===== src/rtl/swia_pkg.sv =====
// Shared types, codes and limits of the square-wave injection accumulator.
package swia_pkg;

    localparam int unsigned CAPTURE_MAX     = 1024;
    localparam int unsigned HALF_CYCLES_MAX = 4096;

    localparam int unsigned CFG_INDEX_W = 3;
    localparam int unsigned CFG_DATA_W  = 16;

    typedef enum logic [CFG_INDEX_W-1:0] {
        REG_HALF_PERIOD   = 3'd0,
        REG_CAPTURE_START = 3'd1,
        REG_CAPTURE_LEN   = 3'd2,
        REG_HALF_TOTAL    = 3'd3,
        REG_FAULT_LIMIT   = 3'd4,
        REG_CURRENT_LIMIT = 3'd5,
        REG_SPEED_LIMIT   = 3'd6
    } reg_index_t;

    typedef enum logic [1:0] {
        CMD_SAMPLE = 2'd0,
        CMD_START  = 2'd1,
        CMD_STOP   = 2'd2
    } command_t;

    typedef enum logic [2:0] {
        ST_IGNORED   = 3'd0,
        ST_RUNNING   = 3'd1,
        ST_DONE      = 3'd2,
        ST_FAULT     = 3'd3,
        ST_OVERSPEED = 3'd4
    } status_t;

    typedef enum logic [2:0] {
        DRV_NONE     = 3'd0,
        DRV_POSITIVE = 3'd1,
        DRV_NEGATIVE = 3'd2,
        DRV_ZERO     = 3'd3,
        DRV_ABORT    = 3'd4
    } drive_t;

    typedef struct packed {
        logic [15:0] half_period;
        logic [15:0] capture_start;
        logic [10:0] capture_len;
        logic [12:0] half_total;
        logic [15:0] fault_limit;
        logic [14:0] current_limit;
        logic [14:0] speed_limit;
    } cfg_t;

    typedef struct packed {
        logic [1:0]         command;
        logic               motor_fault;
        logic               angle_valid;
        logic               bus_valid;
        logic [15:0]        bus_millivolt;
        logic               pwm_saturated;
        logic signed [15:0] current_d;
        logic signed [15:0] current_q;
        logic signed [15:0] speed;
    } sample_t;

    typedef struct packed {
        logic [2:0]         status;
        logic [2:0]         drive_command;
        logic [11:0]        positive_half_count;
        logic [11:0]        negative_half_count;
        logic [37:0]        positive_voltage_sum;
        logic [37:0]        negative_voltage_sum;
        logic signed [27:0] positive_delta_sum;
        logic signed [27:0] negative_delta_sum;
        logic signed [39:0] positive_current_sum;
        logic signed [39:0] negative_current_sum;
    } result_t;

endpackage


===== src/rtl/swia_cfg.sv =====
// Configuration register file, lengths stored already saturated.
module swia_cfg
    import swia_pkg::*;
(
    input  logic                   aclk,
    input  logic                   aresetn,
    input  logic                   cfg_wr_en,
    input  logic [CFG_INDEX_W-1:0] cfg_index,
    input  logic [CFG_DATA_W-1:0]  cfg_wdata,
    output cfg_t                   cfg
);

    localparam logic [10:0] CAP_SAT  = 11'(CAPTURE_MAX);
    localparam logic [12:0] HALF_SAT = 13'(HALF_CYCLES_MAX);

    cfg_t cfg_reg;
    logic [10:0] cap_len_w;
    logic [12:0] half_tot_w;

    assign cap_len_w  = (cfg_wdata[10:0] > CAP_SAT) ? CAP_SAT : cfg_wdata[10:0];
    assign half_tot_w = (cfg_wdata[12:0] > HALF_SAT) ? HALF_SAT : cfg_wdata[12:0];

    always_ff @(posedge aclk) begin
        if (!aresetn) begin
            cfg_reg.half_period   <= 16'd2;
            cfg_reg.capture_start <= 16'd0;
            cfg_reg.capture_len   <= 11'd2;
            cfg_reg.half_total    <= 13'd4;
            cfg_reg.fault_limit   <= 16'd1;
            cfg_reg.current_limit <= 15'h7FFF;
            cfg_reg.speed_limit   <= 15'h7FFF;
        end else if (cfg_wr_en) begin
            case (cfg_index)
                REG_HALF_PERIOD:   cfg_reg.half_period   <= cfg_wdata;
                REG_CAPTURE_START: cfg_reg.capture_start <= cfg_wdata;
                REG_CAPTURE_LEN:   cfg_reg.capture_len   <= cap_len_w;
                REG_HALF_TOTAL:    cfg_reg.half_total    <= half_tot_w;
                REG_FAULT_LIMIT:   cfg_reg.fault_limit   <= cfg_wdata;
                REG_CURRENT_LIMIT: cfg_reg.current_limit <= cfg_wdata[14:0];
                REG_SPEED_LIMIT:   cfg_reg.speed_limit   <= cfg_wdata[14:0];
                default: ;
            endcase
        end
    end

    assign cfg = cfg_reg;

endmodule


===== src/rtl/swia_in_stage.sv =====
// Input register stage holding one accepted sample item.
module swia_in_stage
    import swia_pkg::*;
(
    input  logic    aclk,
    input  logic    aresetn,
    input  logic    s_valid,
    output logic    s_ready,
    input  sample_t s_item,
    input  logic    take,
    output logic    item_valid,
    output sample_t item
);

    logic    valid_reg;
    sample_t item_reg;

    assign s_ready    = !valid_reg || take;
    assign item_valid = valid_reg;
    assign item       = item_reg;

    always_ff @(posedge aclk) begin
        if (!aresetn) begin
            valid_reg <= 1'b0;
        end else if (s_ready) begin
            valid_reg <= s_valid;
        end
    end

    always_ff @(posedge aclk) begin
        if (s_valid && s_ready) begin
            item_reg <= s_item;
        end
    end

endmodule


===== src/rtl/swia_engine.sv =====
// Sequencer state, window capture, polarity totals and result register.
module swia_engine
    import swia_pkg::*;
(
    input  logic    aclk,
    input  logic    aresetn,
    input  cfg_t    cfg,
    input  logic    item_valid,
    input  sample_t item,
    output logic    take,
    output logic    m_valid,
    input  logic    m_ready,
    output result_t result
);

    logic               armed_reg, armed_next;
    logic               done_reg, done_next;
    logic [15:0]        phase_reg, phase_next;
    logic [12:0]        half_reg, half_next;
    logic [10:0]        cnt_reg, cnt_next;
    logic [15:0]        ovs_reg, ovs_next;
    logic signed [15:0] first_reg, first_next;
    logic signed [15:0] last_reg, last_next;
    logic signed [26:0] win_i_reg, win_i_next;
    logic [25:0]        win_v_reg, win_v_next;
    logic [11:0]        pcnt_reg, pcnt_next, ncnt_reg, ncnt_next;
    logic [37:0]        pv_reg, pv_next, nv_reg, nv_next;
    logic signed [27:0] pd_reg, pd_next, nd_reg, nd_next;
    logic signed [39:0] pc_reg, pc_next, nc_reg, nc_next;

    logic               m_valid_reg;
    result_t            result_reg;
    status_t            status;
    drive_t             drive;

    logic signed [16:0] cd_x, cq_x, spd_x, ilim, slim;
    logic               safety_bad, overspeed;
    logic [15:0]        phase_off;
    logic               cap_hit, half_end, last_half;
    logic [10:0]        cnt_cap;
    logic signed [15:0] first_cap, last_cap;
    logic signed [26:0] win_i_cap;
    logic [25:0]        win_v_cap;
    logic signed [16:0] delta;
    logic [12:0]        half_inc;
    logic [15:0]        ovs_inc;

    assign take = item_valid && (!m_valid_reg || m_ready);

    assign cd_x  = 17'(item.current_d);
    assign cq_x  = 17'(item.current_q);
    assign spd_x = 17'(item.speed);
    assign ilim  = $signed({2'b00, cfg.current_limit});
    assign slim  = $signed({2'b00, cfg.speed_limit});

    assign safety_bad = item.motor_fault || !item.angle_valid || !item.bus_valid
                     || item.pwm_saturated
                     || (cd_x > ilim) || (cd_x < -ilim)
                     || (cq_x > ilim) || (cq_x < -ilim);
    assign overspeed  = (spd_x > slim) || (spd_x < -slim);

    assign phase_off = phase_reg - cfg.capture_start;
    assign cap_hit   = (phase_reg >= cfg.capture_start)
                    && (phase_off < {5'd0, cfg.capture_len});
    assign cnt_cap   = cap_hit ? cnt_reg + 11'd1 : cnt_reg;
    assign first_cap = (cap_hit && cnt_reg == 11'd0) ? item.current_d : first_reg;
    assign last_cap  = cap_hit ? item.current_d : last_reg;
    assign win_i_cap = cap_hit ? win_i_reg + 27'(item.current_d) : win_i_reg;
    assign win_v_cap = cap_hit ? win_v_reg + {10'd0, item.bus_millivolt} : win_v_reg;
    assign delta     = 17'(last_cap) - 17'(first_cap);
    assign half_end  = ({1'b0, phase_reg} + 17'd1) >= {1'b0, cfg.half_period};
    assign half_inc  = half_reg + 13'd1;
    assign last_half = half_inc >= cfg.half_total;
    assign ovs_inc   = (ovs_reg == 16'hFFFF) ? ovs_reg : ovs_reg + 16'd1;

    always_comb begin
        armed_next = armed_reg;
        done_next  = done_reg;
        phase_next = phase_reg;
        half_next  = half_reg;
        cnt_next   = cnt_reg;
        ovs_next   = ovs_reg;
        first_next = first_reg;
        last_next  = last_reg;
        win_i_next = win_i_reg;
        win_v_next = win_v_reg;
        pcnt_next  = pcnt_reg;
        ncnt_next  = ncnt_reg;
        pv_next    = pv_reg;
        nv_next    = nv_reg;
        pd_next    = pd_reg;
        nd_next    = nd_reg;
        pc_next    = pc_reg;
        nc_next    = nc_reg;
        status     = ST_IGNORED;
        drive      = DRV_NONE;
        case (item.command)
            CMD_START: begin
                armed_next = 1'b1;
                done_next  = 1'b0;
                phase_next = '0;
                half_next  = '0;
                cnt_next   = '0;
                ovs_next   = '0;
                first_next = '0;
                last_next  = '0;
                win_i_next = '0;
                win_v_next = '0;
                pcnt_next  = '0;
                ncnt_next  = '0;
                pv_next    = '0;
                nv_next    = '0;
                pd_next    = '0;
                nd_next    = '0;
                pc_next    = '0;
                nc_next    = '0;
                status     = ST_RUNNING;
            end
            CMD_STOP: begin
                armed_next = 1'b0;
                done_next  = 1'b0;
            end
            CMD_SAMPLE: begin
                if (armed_reg && !done_reg) begin
                    if (safety_bad) begin
                        armed_next = 1'b0;
                        done_next  = 1'b1;
                        status     = ST_FAULT;
                        drive      = DRV_ABORT;
                    end else if (overspeed) begin
                        ovs_next = ovs_inc;
                        if (ovs_inc >= cfg.fault_limit) begin
                            armed_next = 1'b0;
                            done_next  = 1'b1;
                            status     = ST_FAULT;
                            drive      = DRV_ABORT;
                        end else begin
                            status = ST_OVERSPEED;
                        end
                    end else begin
                        ovs_next   = '0;
                        status     = ST_RUNNING;
                        if (phase_reg == 16'd0) begin
                            drive = half_reg[0] ? DRV_NEGATIVE : DRV_POSITIVE;
                        end
                        cnt_next   = cnt_cap;
                        first_next = first_cap;
                        last_next  = last_cap;
                        win_i_next = win_i_cap;
                        win_v_next = win_v_cap;
                        if (!half_end) begin
                            phase_next = phase_reg + 16'd1;
                        end else if (cnt_cap != cfg.capture_len) begin
                            armed_next = 1'b0;
                            done_next  = 1'b1;
                            status     = ST_FAULT;
                            drive      = DRV_ABORT;
                        end else begin
                            if (half_reg[0]) begin
                                ncnt_next = ncnt_reg + 12'd1;
                                nv_next   = nv_reg + {12'd0, win_v_cap};
                                nd_next   = nd_reg + 28'(delta);
                                nc_next   = nc_reg + 40'(win_i_cap);
                            end else begin
                                pcnt_next = pcnt_reg + 12'd1;
                                pv_next   = pv_reg + {12'd0, win_v_cap};
                                pd_next   = pd_reg + 28'(delta);
                                pc_next   = pc_reg + 40'(win_i_cap);
                            end
                            half_next  = half_inc;
                            phase_next = '0;
                            cnt_next   = '0;
                            first_next = '0;
                            last_next  = '0;
                            win_i_next = '0;
                            win_v_next = '0;
                            if (last_half) begin
                                drive      = DRV_ZERO;
                                armed_next = 1'b0;
                                done_next  = 1'b1;
                                status     = ST_DONE;
                            end
                        end
                    end
                end
            end
            default: ;
        endcase
    end

    always_ff @(posedge aclk) begin
        if (!aresetn) begin
            armed_reg   <= 1'b0;
            done_reg    <= 1'b0;
            phase_reg   <= '0;
            half_reg    <= '0;
            cnt_reg     <= '0;
            ovs_reg     <= '0;
            first_reg   <= '0;
            last_reg    <= '0;
            win_i_reg   <= '0;
            win_v_reg   <= '0;
            pcnt_reg    <= '0;
            ncnt_reg    <= '0;
            pv_reg      <= '0;
            nv_reg      <= '0;
            pd_reg      <= '0;
            nd_reg      <= '0;
            pc_reg      <= '0;
            nc_reg      <= '0;
            m_valid_reg <= 1'b0;
        end else begin
            if (take) begin
                armed_reg <= armed_next;
                done_reg  <= done_next;
                phase_reg <= phase_next;
                half_reg  <= half_next;
                cnt_reg   <= cnt_next;
                ovs_reg   <= ovs_next;
                first_reg <= first_next;
                last_reg  <= last_next;
                win_i_reg <= win_i_next;
                win_v_reg <= win_v_next;
                pcnt_reg  <= pcnt_next;
                ncnt_reg  <= ncnt_next;
                pv_reg    <= pv_next;
                nv_reg    <= nv_next;
                pd_reg    <= pd_next;
                nd_reg    <= nd_next;
                pc_reg    <= pc_next;
                nc_reg    <= nc_next;
            end
            if (take) begin
                m_valid_reg <= 1'b1;
            end else if (m_ready) begin
                m_valid_reg <= 1'b0;
            end
        end
    end

    always_ff @(posedge aclk) begin
        if (take) begin
            result_reg.status               <= status;
            result_reg.drive_command        <= drive;
            result_reg.positive_half_count  <= pcnt_next;
            result_reg.negative_half_count  <= ncnt_next;
            result_reg.positive_voltage_sum <= pv_next;
            result_reg.negative_voltage_sum <= nv_next;
            result_reg.positive_delta_sum   <= pd_next;
            result_reg.negative_delta_sum   <= nd_next;
            result_reg.positive_current_sum <= pc_next;
            result_reg.negative_current_sum <= nc_next;
        end
    end

    assign m_valid = m_valid_reg;
    assign result  = result_reg;

endmodule


===== src/rtl/square_wave_injection_accumulator_core.sv =====
// Top level of the square-wave injection accumulator.
// An accepted input item is registered in the input stage, and its result is registered in the result register.
// Throughput: one item per clock; while a result waits, one more item is held
// in the input register and the input then stalls until the result is taken.
// Reset (aresetn low, synchronous): sequence disarmed, all sums and counters
// cleared, configuration registers back to their defaults, both channels empty.
module square_wave_injection_accumulator_core
    import swia_pkg::*;
(
    input  logic                   aclk,
    input  logic                   aresetn,
    input  logic                   cfg_wr_en,
    input  logic [CFG_INDEX_W-1:0] cfg_index,
    input  logic [CFG_DATA_W-1:0]  cfg_wdata,
    input  logic                   s_valid,
    output logic                   s_ready,
    input  logic [1:0]             s_command,
    input  logic                   s_motor_fault,
    input  logic                   s_angle_valid,
    input  logic                   s_bus_valid,
    input  logic [15:0]            s_bus_millivolt,
    input  logic                   s_pwm_saturated,
    input  logic signed [15:0]     s_current_d,
    input  logic signed [15:0]     s_current_q,
    input  logic signed [15:0]     s_speed,
    output logic                   m_valid,
    input  logic                   m_ready,
    output logic [2:0]             m_status,
    output logic [2:0]             m_drive_command,
    output logic [11:0]            m_positive_half_count,
    output logic [11:0]            m_negative_half_count,
    output logic [37:0]            m_positive_voltage_sum,
    output logic [37:0]            m_negative_voltage_sum,
    output logic signed [27:0]     m_positive_delta_sum,
    output logic signed [27:0]     m_negative_delta_sum,
    output logic signed [39:0]     m_positive_current_sum,
    output logic signed [39:0]     m_negative_current_sum
);

    cfg_t    cfg;
    sample_t s_item;
    sample_t item;
    logic    item_valid;
    logic    take;
    result_t result;

    assign s_item.command       = s_command;
    assign s_item.motor_fault   = s_motor_fault;
    assign s_item.angle_valid   = s_angle_valid;
    assign s_item.bus_valid     = s_bus_valid;
    assign s_item.bus_millivolt = s_bus_millivolt;
    assign s_item.pwm_saturated = s_pwm_saturated;
    assign s_item.current_d     = s_current_d;
    assign s_item.current_q     = s_current_q;
    assign s_item.speed         = s_speed;

    swia_cfg u_cfg (
        .aclk      (aclk),
        .aresetn   (aresetn),
        .cfg_wr_en (cfg_wr_en),
        .cfg_index (cfg_index),
        .cfg_wdata (cfg_wdata),
        .cfg       (cfg)
    );

    swia_in_stage u_in_stage (
        .aclk       (aclk),
        .aresetn    (aresetn),
        .s_valid    (s_valid),
        .s_ready    (s_ready),
        .s_item     (s_item),
        .take       (take),
        .item_valid (item_valid),
        .item       (item)
    );

    swia_engine u_engine (
        .aclk       (aclk),
        .aresetn    (aresetn),
        .cfg        (cfg),
        .item_valid (item_valid),
        .item       (item),
        .take       (take),
        .m_valid    (m_valid),
        .m_ready    (m_ready),
        .result     (result)
    );

    assign m_status               = result.status;
    assign m_drive_command        = result.drive_command;
    assign m_positive_half_count  = result.positive_half_count;
    assign m_negative_half_count  = result.negative_half_count;
    assign m_positive_voltage_sum = result.positive_voltage_sum;
    assign m_negative_voltage_sum = result.negative_voltage_sum;
    assign m_positive_delta_sum   = result.positive_delta_sum;
    assign m_negative_delta_sum   = result.negative_delta_sum;
    assign m_positive_current_sum = result.positive_current_sum;
    assign m_negative_current_sum = result.negative_current_sum;

endmodule


===== config.mk =====
export PLATFORM = sky130hd
export DESIGN_NAME = square_wave_injection_accumulator_core
export DESIGN_NICKNAME = d
export VERILOG_FILES = /design/src/rtl/swia_pkg.sv /design/src/rtl/swia_cfg.sv /design/src/rtl/swia_in_stage.sv /design/src/rtl/swia_engine.sv /design/src/rtl/square_wave_injection_accumulator_core.sv
export SDC_FILE = /design/constraint.sdc
export NUM_CORES = 2
export LEC_CHECK = 0
export BUFFER_PORTS_ARGS = -buffer_cell sky130_fd_sc_hd__buf_2
export CAP_MARGIN = 30
export CORE_MARGIN = 1.5
export CORE_UTILIZATION = 62
export DETAILED_ROUTE_END_ITERATION = 7
export PLACE_DENSITY_LB_ADDON = 0.1
export SETUP_SLACK_MARGIN = 0.3
export SYNTH_ARGS = -nofsm -noshare
export SYNTH_HDL_FRONTEND = slang
export SYNTH_SLANG_ARGS = --single-unit

===== constraint.sdc =====
create_clock -name aclk -period 11.85 [get_ports aclk]
set_input_delay 2.37 -clock aclk [delete_from_list [all_inputs] [get_ports aclk]]
set_output_delay 2.37 -clock aclk [all_outputs]
set_load 0.02 [all_outputs]

* Yosys cells after proc, flatten, opt, wreduce, memory -nomap -nowiden
Index checks and enable logic that the tools add are counted.
** Word-level totals
- Register bits :: 795
- Input bits :: 94
- Output and inout bits :: 244
** Operators by class
- $add $sub $neg :: 19
- Magnitude comparators :: 13
- Eq/ne operators :: 19
- Multiplexer cells :: 144
- Bitwise operators :: 2
- Reduce and logical (&&, ||, !) cells :: 44
** Operators by type and width (number)
- 2-to-1 mux 40 bit :: 12
- 2-to-1 mux 38 bit :: 12
- 2-to-1 mux 16 bit :: 21
- 2-to-1 mux 28 bit :: 12
- 2-to-1 mux 27 bit :: 6
- case mux 40 bit (2 select lines) :: 2
- 2-to-1 mux 26 bit :: 6
- case mux 38 bit (2 select lines) :: 2
- 2-to-1 mux 12 bit :: 12
- case mux 16 bit (2 select lines) :: 4
- case mux 28 bit (2 select lines) :: 2
- adder 40 x 27 -> 40 bit :: 2
- 2-to-1 mux 13 bit :: 6
- 2-to-1 mux 11 bit :: 7
- adder 38 x 26 -> 38 bit :: 2
- adder 28 x 17 -> 28 bit :: 2
- case mux 27 bit (2 select lines) :: 1
- case mux 26 bit (2 select lines) :: 1
- less-than comparator 16 x 17 -> 1 bit :: 3
- greater-than comparator 16 bit :: 3
- case mux 12 bit (2 select lines) :: 2
- 2-to-1 mux 3 bit :: 13
- negator 15 -> 17 bit :: 2
- adder 16 x 1 -> 16 bit, second input constant :: 2
- 51 further kinds :: 104

* Longest topological paths before layout
- Depth after elaboration :: 14
- Depth in mapped cells :: 48

* By module
Synthesis repeated with hierarchy kept, for this count alone.
** Second synthesis, totals
- Cells, all modules :: 5310
- Area, all modules :: 48351.4 um^2
** By module, submodules not included
- swia_engine :: times used 1, cells an instance 4776, area each 42245.5 um^2, sequential area each 14874.3 um^2
- swia_cfg :: times used 1, cells an instance 459, area each 3946.3 um^2, sequential area each 2042.0 um^2
- swia_in_stage :: times used 1, cells an instance 75, area each 2159.6 um^2, sequential area each 2122.0 um^2

* Worst setup path after synthesis
No wires, ideal clock.
- Path kind :: input to register
- Start :: input m_ready
- End :: register u_engine.phase_reg[7]
- Library setup time :: 0.070 ns
- Arrival time :: 10.958 ns
- Slack :: 0.821 ns
- Cell stages on the path :: 9
- Buffers on the path :: 3
- Cells stage by stage :: nor2b_1 nand2b_1 clkbuf_1 inv_1 clkbuf_1 o31a_1 clkbuf_1 nand3_1 a21oi_1
** Between the ends
- Word-level cells in the longest chain between the ends :: 3
** RTL lines
- from (decl) :: RTL line square_wave_injection_accumulator_core.sv:27 : input logic m_ready,
- logical OR 1 bit :: RTL line swia_engine.sv:48 : assign take = item_valid && (!m_valid_reg || m_ready);
- logical AND 1 bit :: RTL line swia_engine.sv:48
- named net take :: RTL line square_wave_injection_accumulator_core.sv:44 : logic take;
- AND reduction 6 bit (no line)
- to (signal assigned) :: RTL line swia_engine.sv:216 : phase_reg <= phase_next;
- to (decl) :: RTL line swia_engine.sv:18 : logic [15:0] phase_reg, phase_next;
The timed path passes the listed nets, and every way through them passes these cells.
A chain may end at the register's enable or synchronous reset.

* Worst setup path after layout
- Start :: register u_engine.phase_reg[0]
- End :: register u_engine.result_reg, in the netlist u_engine.result[135], data pin
** Between the ends
- Word-level cells in the longest chain between the ends :: 14
- Elaborated cells on any way between the ends :: 20
- Classes of those cells :: 4 x add/sub; 3 x order compare; 1 x eq/ne; 10 x mux; 2 x reduce/logical
** RTL lines
- subtractor 16 bit :: RTL line swia_engine.sv:62 : assign phase_off = phase_reg - cfg.capture_start;
- less-than comparator 16 x 11 -> 1 bit :: RTL line swia_engine.sv:64 : && (phase_off < {5'd0, cfg.capture_len});
- logical AND 1 bit :: RTL line swia_engine.sv:64
- logical AND 1 bit :: RTL line swia_engine.sv:66 : assign first_cap = (cap_hit && cnt_reg == 11'd0) ? item.current_d : first_reg;
- 2-to-1 mux 16 bit :: RTL line swia_engine.sv:66
- subtractor 16 x 16 -> 17 bit :: RTL line swia_engine.sv:70 : assign delta = 17'(last_cap) - 17'(first_cap);
- adder 28 x 17 -> 28 bit :: RTL line swia_engine.sv:167 : pd_next = pd_reg + 28'(delta);
- 2-to-1 mux 28 bit :: RTL line swia_engine.sv:159 : if (half_reg[0]) begin
- 2-to-1 mux 28 bit :: RTL line swia_engine.sv:153 : end else if (cnt_cap != cfg.capture_len) begin
- 2-to-1 mux 28 bit (*) :: RTL line swia_engine.sv:151 : if (!half_end) begin
- 2-to-1 mux 28 bit (*) :: RTL line swia_engine.sv:130 : end else if (overspeed) begin
- 2-to-1 mux 28 bit (*) :: RTL line swia_engine.sv:125 : if (safety_bad) begin
- 2-to-1 mux 28 bit (*) :: RTL line swia_engine.sv:124 : if (armed_reg && !done_reg) begin
- case mux 28 bit (2 select lines) (*) :: RTL line swia_engine.sv:97 : case (item.command)
- named net u_engine.pd_next[27] :: RTL line swia_engine.sv:28 : logic signed [27:0] pd_reg, pd_next, nd_reg, nd_next;
- to (decl) :: RTL line swia_engine.sv:32 : result_t result_reg;
The timed path passes the listed nets; every way through them passes the cells marked *.

==> out/metrics.cfg <==
[pwr]
p_per_area_mw_per_mm2 = 134
power_w = 0.00720
ir_worst_vdd_uv = 155
p_leak_nw = 22.2

[finish]
final_common_cell = dfxtp_1
multi_input_area_mm2 = 0.0272
regArea_mm2 = 0.0190
fillers = 6087
layout.nets = 5914
layout_common_cells = dfxtp_1, nand2_1, ha_1
antennaDiodeCount = 0
drive_gt1_share_pct = 11.3
largest_register_ff_count = 242
syn2layout_area_growth_pct = 11.6

[clock_network]
clock_latency_ns = 0.66
clkSinkCount = 795
h-tree-depth = 3
cts_buffer_depth = 3
postCtsHoldBufs = 0
cts_root_buffer = clkbuf_16
cts_tree = built
cts_buffers = 86
post_cts_buffers = 0
clk_pin_slew_ns = 0.06

[outcome]
status = finished clean

[drt]
ant_nets = 0
drc = 0
first_iter_violations = 3340
post_drt_wl_per_cell_um = 20.4
vias = 41000
drt-total-wl_um = 132000
avgViaCountPerCell = 6.31
first_pass_iters = 6

[synthesis]
syn_avg_cell_area_um2 = 9.31
yosys_warnings = 0
async_flop_share_pct = 0
synth_edf_count = 312
synth-seq-cells = 795
synthCells = 5151
ys_types = 94
syn-cell-area_mm2 = 0.0480
synth_fp_nets = 5679
synth_flop_cell = dfxtp_1
seq_area_frac_synth_pct = 39.7

[sta]
rsz0062_at_grt = false
drv_slew = 0
setup_viol = 0
maxSlewHeadroom_pct = 30.0
max_freq_ghz = 0.0930
fin_crit_sh_pct = 90.7
fin_setup_tns_ns = 0
tightestPinTransition_ns = 1.04
min_period_ns = 10.75
skew_ns = 0.0260
hold_viol_final = 0

[worst_setup_path]
cp_top_family = compound AO/OA/AOI/OAI gates
cp_max_fo = 13
worstPathArrival_ns = 11.18
cp.buffers_inverters = 3
path_class = reg2reg
slowest_stage = a2111oi_4
startpoint_type = flip-flop
cpPeakStageDelay_ns = 0.56
worstPathRequired_ns = 12.28
crit_path_end_kind = flip-flop

[floorplan]
die_w_um = 281
die_h_um = 281
pin_count = 338
rows = 101
die_area_mm2 = 0.0790
initial_utilization_pct = 62.9
core_area_mm2 = 0.0762

[global_route]
grt_pass1_vias = 37500
track_usage_pct = 32.5
grt_pass1_wl_um = 205000
grt_max_degree = 87
gr-total-overflow = 0
antenna_found_initial = 0

[flow_run]
drv_cap = 0

[place]
gp_congestion = 0.950
hpwl_um = 93500
io_buffers = 337

[hold_path]
min_path_type = reg2reg

## layer usage
layer  share of wire (%)  vias up  global-route usage, %  wire length [um]
li1                    -    19700                      -                 -
met1                  44    19500                   45.0             57800
met2                  46     1547                   52.2             60800
met3                 6.9      268                   3.88              9130
met4                 3.6        0                   12.0              4820
met5                   0        -                      0                 0
## worst paths after layout
check             cells past startpoint  slack (ns)                    to             startpoint
hold reg to reg                       2        0.45         u_cfg.cfg[72]          u_cfg.cfg[72]
hold / removal                        2        0.45         u_cfg.cfg[72]          u_cfg.cfg[72]
setup / recovery                     45        1.10  u_engine.result[135]  u_engine.phase_reg[0]
setup reg to reg                     45        1.10  u_engine.result[135]  u_engine.phase_reg[0]
## worst register-to-register path, delay by kind of cell, from the launching register on
family / cells / cell delay (ns)
adder cells (fa/ha/maj): 5 / 1.34
flip-flops: 1 / 0.36
buffers and inverters: 3 / 0.42
AND/OR/NAND/NOR: 8 / 2.07
AO/OA/AOI/OAI: 27 / 5.83
multiplexers: 1 / 0.37
XOR/XNOR: 1 / 0.17
## cells in the mapped netlist, types with 107 or more instances
cell / n / area share, %
dfxtp_1: 483 / 20
nand2_1: 477 / 3.7
ha_1: 424 / 11
a21oi_1: 402 / 4.2
nor2_1: 336 / 2.6
a22o_1: 321 / 5.9
edfxtp_1: 312 / 20
o21ai_0: 240 / 2.5
inv_1: 217 / 1.7
xnor2_1: 217 / 4.0
nand3_1: 170 / 1.8
clkbuf_1: 167 / 1.3
a21o_1: 115 / 1.8
xor2_1: 107 / 2.0
## cells by family (layout without fill, tap and decap cells)
group           after synthesis  in the layout  synth area share, %
mux                          31             31                0.655
fa+ha+maj                   434            434                 11.5
simple gates               1521           1522                 15.6
compound gates             1584           1584                 22.7
buf+inv                     462            768                 3.98
flops                       795            795                 39.7
xor+xnor                    324            324                 5.92
## area by class of cell
cell class	count	share of cell area, %
clock inverters	53	1.25
flip-flops and latches	795	35.6
multi-input cells	3895	50.8
clock buffers	107	4.40
well taps	1030	2.41
inverters	217	1.55
repair buffers	391	4.06
## stage by stage
stage          worst slack, ns  util (%)  hold slack (ns)  std cells  cell area (um^2)
2_1_floorplan            0.821         -            0.436       5151             48000
3_3_place_gp              1.34      66.0            0.443       6318             50300
3_5_place_dp              1.11      66.2            0.447       6325             50400
4_1_cts                   1.02      70.1            0.455       6485             53400
5_1_grt                  0.349      70.2            0.467       6488             53500
6_report                  1.10      70.2            0.454       6488             53500
## what timing repair did
item / CTS / global route
hold endpoints to repair: 0 / 0
setup endpoints to repair: 0 / 2
gates resized for setup: 0 / 8
## power by group
part | total, W | switching [W] | internal, W
logic | 0.00140 | 0.000901 | 0.000495
registers | 0.00293 | 0.0000363 | 0.00290
clock network | 0.00287 | 0.00118 | 0.00169
total | 0.00720 | 0.00212 | 0.00508
(Power assumes the default switching activity.)
